===== src/design/rlt_pkg.sv =====
// ----------------------------------------------------------------------------
// Run-length line table: shared package
// Widths, default sizes, result status codes, operation codes and the accumulator control word.
// ----------------------------------------------------------------------------
`default_nettype none

package rlt_pkg;

	localparam int MAX_RUNS_DEF = 256;
	localparam int MAX_CODE_DEF = 4096;

	localparam int LINE_W   = 16;
	localparam int OFFSET_W = 12;
	localparam int STATUS_W = 2;

	typedef enum logic [STATUS_W-1:0] {
		ST_OK    = 2'd0,
		ST_RANGE = 2'd1,
		ST_FULL  = 2'd2
	} status_t;

	typedef enum logic {
		OP_APPEND = 1'b0,
		OP_LOOKUP = 1'b1
	} op_t;

	// Control of the shared add and compare unit.
	typedef struct packed {
		logic clear;
		logic add;
	} acc_ctl_t;

endpackage

`default_nettype wire


===== src/design/rlt_accum.sv =====
// ----------------------------------------------------------------------------
// Running total unit
// Adds one run length per step to a running total and compares the new total
// against the requested offset.
// ----------------------------------------------------------------------------
`default_nettype none

module rlt_accum #(
	parameter int CW = 13,
	parameter int LW = 13
) (
	input  wire logic                         clk,
	input  wire logic                         arst_n,
	input  wire rlt_pkg::acc_ctl_t            ctl,
	input  wire logic [rlt_pkg::OFFSET_W-1:0] offset,
	input  wire logic [LW-1:0]                len,
	output logic                              hit
);

	logic [CW-1:0] total_q;
	logic [CW-1:0] offset_q;
	logic [CW-1:0] sum;

	assign sum = total_q + CW'(len);
	assign hit = offset_q < sum;

	always_ff @(posedge clk or negedge arst_n) begin
		if (!arst_n) begin
			total_q <= '0;
		end else if (ctl.clear) begin
			total_q <= '0;
		end else if (ctl.add) begin
			total_q <= sum;
		end
	end

	always_ff @(posedge clk) begin
		if (ctl.clear) begin
			offset_q <= CW'(offset);
		end
	end

endmodule

`default_nettype wire


===== config.mk =====
export PLATFORM = sky130hd
export DESIGN_NAME = rlt_accum
export DESIGN_NICKNAME = d
export VERILOG_FILES = /design/src/design/rlt_pkg.sv /design/src/design/rlt_accum.sv
export SDC_FILE = /design/constraint.sdc
export NUM_CORES = 1
export LEC_CHECK = 0
export BUFFER_PORTS_ARGS = -buffer_cell sky130_fd_sc_hd__clkbuf_2
export CELL_PAD_IN_SITES_DETAIL_PLACEMENT = 1
export CELL_PAD_IN_SITES_GLOBAL_PLACEMENT = 1
export CORE_MARGIN = 2
export CORE_UTILIZATION = 24
export DETAILED_ROUTE_END_ITERATION = 6
export GPL_TIMING_DRIVEN = 1
export PLACE_DENSITY = 0.6
export SETUP_SLACK_MARGIN = 0.1
export SYNTH_ARGS = -nofsm -noshare
export SYNTH_HDL_FRONTEND = slang
export SYNTH_SLANG_ARGS = --single-unit

===== constraint.sdc =====
create_clock -name clk -period 3.4 [get_ports clk]
set_input_delay 0.51 -clock clk [delete_from_list [all_inputs] [get_ports clk]]
set_output_delay 0.51 -clock clk [all_outputs]
set_load 0.05 [all_outputs]

Word-level counts from Yosys, hierarchy flattened
Cells that the tools add are included. W data, S select, Z words.

Output and inout bits: 1. Logic and storage cells: 7. Register bits: 25. Input bits: 29.

Magnitude comparators: 1. Reductions and logical operators: 1. Add/sub/neg operators: 1. Muxes and demuxes: 2.

Operators with widths (count): $mux W13 (2); $add A13 B13 Y13 (1); $lt A12 B13 Y1 (1); $reduce_bool A2 Y1 (1).

Longest topological paths before layout
Depth after elaboration: 3. Mapped depth: 12. Depth with buffers taken out: 12.

Worst setup path before layout
No wires, ideal clock.

Path type: input to output. Start: input len[6]. End: output hit. Buffers on the path: 0. Stages: 11. Data arrival time: 3123 ps. Required time: 2890 ps. Setup slack: -233 ps. Path through: ha_1 > a2111oi_0 > o21ai_0 > and2_1 > a31oi_1 > xor2_1 > ha_1 > a21o_1 > a211oi_1 > nor2b_1 > a211o_1.

Cells in the longest elaborated chain, start to end: 2.

RTL lines: start, declared (RTL line rlt_accum.sv:16) `input wire logic [LW-1:0] len,`; $add A13 B13 Y13 (RTL line rlt_accum.sv:24) `assign sum = total_q + CW'(len);`; $lt A12 B13 Y1 (RTL line rlt_accum.sv:25) `assign hit = offset_q < sum;`; end, declared (RTL line rlt_accum.sv:17) `output logic hit`.

Every way passes these cells.

Final worst setup path
Start: register total_q[5]. End: output hit.

Cells in the longest elaborated chain, start to end: 2.

RTL lines: start, declared (RTL line rlt_accum.sv:20) `logic [CW-1:0] total_q;`; start signal, assigned (RTL line rlt_accum.sv:33) `total_q <= sum;`; $add A13 B13 Y13 (RTL line rlt_accum.sv:24); $lt A12 B13 Y1 (RTL line rlt_accum.sv:25).

Every way passes these cells.

==> impl_metrics.json <==
{
  "cp_data_arrival_time_ns": 3.11,
  "worstSetupEndpointType": "primary output",
  "crit_path_cell_trace": "ha_2 -> a2111oi_4 -> o21ai_1 -> and2_1 -> a31oi_1 -> xor2_1 -> ha_1 -> a21o_1 -> a211oi_2 -> nor2b_4 -> a211o_4 -> buf_12",
  "violations": "negative setup slack",
  "crit_family": "compound AO/OA/AOI/OAI gates",
  "critPathMaxFanout": 2,
  "r2r_cells": 8,
  "ios": 30,
  "row_count": 31,
  "period_share_pct": 106.4,
  "cts.clk_slew.worst_paths_ns": 0.10,
  "worst_slew_pin_slew_ns": 0.7016,
  "clock_sinks": 25,
  "setup_violations": 1,
  "setup_ws_ns": -0.2185,
  "max_stage_delay_ns": 0.40,
  "slew_headroom_pct": 53.23,
  "tns_ns": -0.2185,
  "crit_required_ns": 2.89,
  "clk_path_buf_depth": 2,
  "synthToLayoutAreaGrowth_pct": 32.06,
  "grt_pass1_wl_um": 8590,
  "ant_nets": 0,
  "via_per_inst": 4.849,
  "p_per_area_mw_per_mm2": 461.7,
  "grt_max_degree": 32,
  "crit_path_start_kind": "flop",
  "crit_buf_inv": 1,
  "port-buffer-count": 29,
  "synth.distinct_cells": 45,
  "maxCapViolations": 0,
  "syn_nets": 227,
  "fmax_mhz": 276.4,
  "nNetsFinal": 280,
  "routabilityCongestion": 0.8140,
  "antenna-diode-count": 0,
  "synth_top_cells_by_area": "edfxtp_1 20%, dfrtp_1 18%, ha_1 16%, a21oi_1 3.6%, a211oi_1 2.9%",
  "grt_overflow": 0,
  "crit_slowest_cell": "dfrtp_1",
  "htree_levels": 1,
  "fill_cells": 872,
  "skew_ns": 0.006368,
  "numCtsBuffers": 3,
  "antenna_found_initial": 0,
  "initial_core_util_pct": 24.86,
  "ctsHoldBuffers": 0,
  "drt_iter0_drc": 49,
  "min_period_ns": 3.619,
  "drtPass1Iterations": 4,
  "yosys.area.top_type": "edfxtp_1",
  "maxSlewViolCount": 0,
  "ys_seq_area_share_pct": 38.03,
  "r2r_end": "total_q[12]",
  "whs_ns": 0.1361,
  "via_count": 1576,
  "synth_top_area_share_pct": 19.99,
  "ir_drop_uv": 289.8,
  "drive_gt1_share_pct": 34.07,
  "dieWidth_um": 90.68,
  "drc": 0,
  "rsz0062_at_grt": "yes",
  "r2r_setup_slack_ns": 0.98,
  "clock_latency_ns": 0.28,
  "r2r_start": "total_q[0]",
  "cts_root_buf": "clkbuf_8",
  "wl_per_cell_um": 14.82,
  "post-route-util_pct": 32.83,
  "yosysWarningCount": 0,
  "grt_pass1_vias": 1769,
  "syn-cell-area_mm2": 0.001803,
  "leakagePower_nw": 1.085,
  "dp_slack_ns": -0.2554,
  "path_class": "reg2out",
  "ys_ff_latch": 25,
  "drt-total-wl_um": 4817,
  "hold_viol": 0,
  "coreArea_mm2": 0.007253,
  "avgSynthCellArea_um2": 10.36,
  "outcome": "complete, but fails checks",
  "dieArea_mm2": 0.008222,
  "synthCells": 174,
  "grt_use_total_pct": 12.84,
  "hold_path.class": "in2async",
  "cts_tree": "yes",
  "fp.dieH_um": 90.68,
  "hpwlAfterDp_um": 3695
}
## flip-flops by register name (all words and copies together), names as in the netlist
name / count
offset_q: 12
total_q: 13
## through the flow
step	total power [W]	instances	area, µm²
2_1_floorplan	0.0006937	174	1846
3_3_place_gp	0.0008579	315	2248
3_5_place_dp	0.0008695	315	2248
4_1_cts	0.001083	322	2346
5_1_grt	0.001197	325	2381
6_report	0.001099	325	2381
## cell type report
class	count	area, µm²	share of cell area, %
well taps	99	123.9	5.202
multi-input cells	139	1162	48.82
flip-flops and latches	25	685.7	28.80
clock inverters	1	5.005	0.2102
clock buffers	3	41.29	1.734
repair buffers	54	347.8	14.61
inverters	4	15.01	0.6306
## worst max-delay path by stage
| stage | slack, ns | cells past startpoint | startpoint | to |
|---|---|---|---|---|
| 6_report | -0.22 | 12 | total_q[5] | hit |
| 5_1_grt | -0.43 | 12 | total_q[4] | hit |
| 4_1_cts | -0.17 | 12 | total_q[6] | hit |
| 3_5_place_dp | -0.26 | 13 | len[1] | hit |
| 3_3_place_gp | -0.22 | 14 | len[1] | hit |
| 2_1_floorplan | 0.14 | 11 | len[1] | hit |
## kinds of logic after synthesis
family	count (synthesis)	synth area share, %
AOI/OAI and AO/OA	55	22.00
xor gates and xnor gates	11	6.107
adders and majority gates	24	17.07
buffers and inverters	10	2.151
DFF	25	38.03
muxes	3	1.666
and+or+nand+nor	46	12.98
## placed cells by master (no fill, tap or decap), types with 6 or more instances in the layout
master and n:
edfxtp_1 12, a21o_1 6, nand2_1 9, buf_4 25, xor2_1 6, a21oi_1 11, clkbuf_2 28, ha_1 19
dfrtp_1 13, nand3_1 7, nor2_1 10
## synth_stat cells
cell type / n
nor2_1: 10
a211o_1: 1
and3_1: 1
a22oi_1: 3
a2111oi_0: 1
buf_1: 2
a2111oi_4: 1
dfrtp_1: 13
a32o_1: 1
clkbuf_1: 3
a211oi_1: 7
nand2_1: 9
nor4_1: 4
o21ai_0: 7
ha_1: 23
nand4b_1: 1
mux2i_1: 3
and2_1: 1
nor2b_1: 2
a31o_2: 2
xnor2_1: 4
a31oi_1: 2
a21o_1: 6
buf_2: 1
o211ai_1: 1
inv_1: 4
edfxtp_1: 12
a21oi_1: 13
or4_1: 1
o31ai_1: 1
fa_1: 1
nor3_1: 4
o21bai_1: 2
nand2b_1: 1
nand3_1: 7
nand4_1: 2
a311oi_1: 1
nor3b_1: 2
a221o_1: 2
o21ai_2: 1
and3_2: 1
xor2_1: 6
o21a_1: 2
xnor3_1: 1
o221ai_1: 1
## worst register-to-register path, stage by stage (launching register included)
cell      delay, ns
dfrtp_1        0.40
ha_2           0.21
fa_2           0.37
a211oi_2       0.25
o21ai_2        0.12
buf_4          0.17
a32o_1         0.22
or4_1          0.46
a21oi_1        0.15
## what timing repair did
action | CTS | global route
resized for setup | 7 | 4
endpoints found under the setup margin | 1 | 1
pin swaps | 8 | 6
buffers inserted | 3 | 3
## report_power, final
group | internal, W | switching [W] | total (W)
clock network | 0.0000823 | 0.000107 | 0.000189
logic | 0.000267 | 0.000278 | 0.000545
registers | 0.000349 | 0.0000168 | 0.000366
total | 0.000698 | 0.000401 | 0.00110
## metal layers
layer,GRT usage (%),routed length (µm),vias to the layer above
met5,0,0,-
met4,3.718,42,0
met3,1.753,140,4
met1,16.91,2310,764
li1,-,-,780
met2,21.89,2323,28
(Power assumes the default switching activity.)
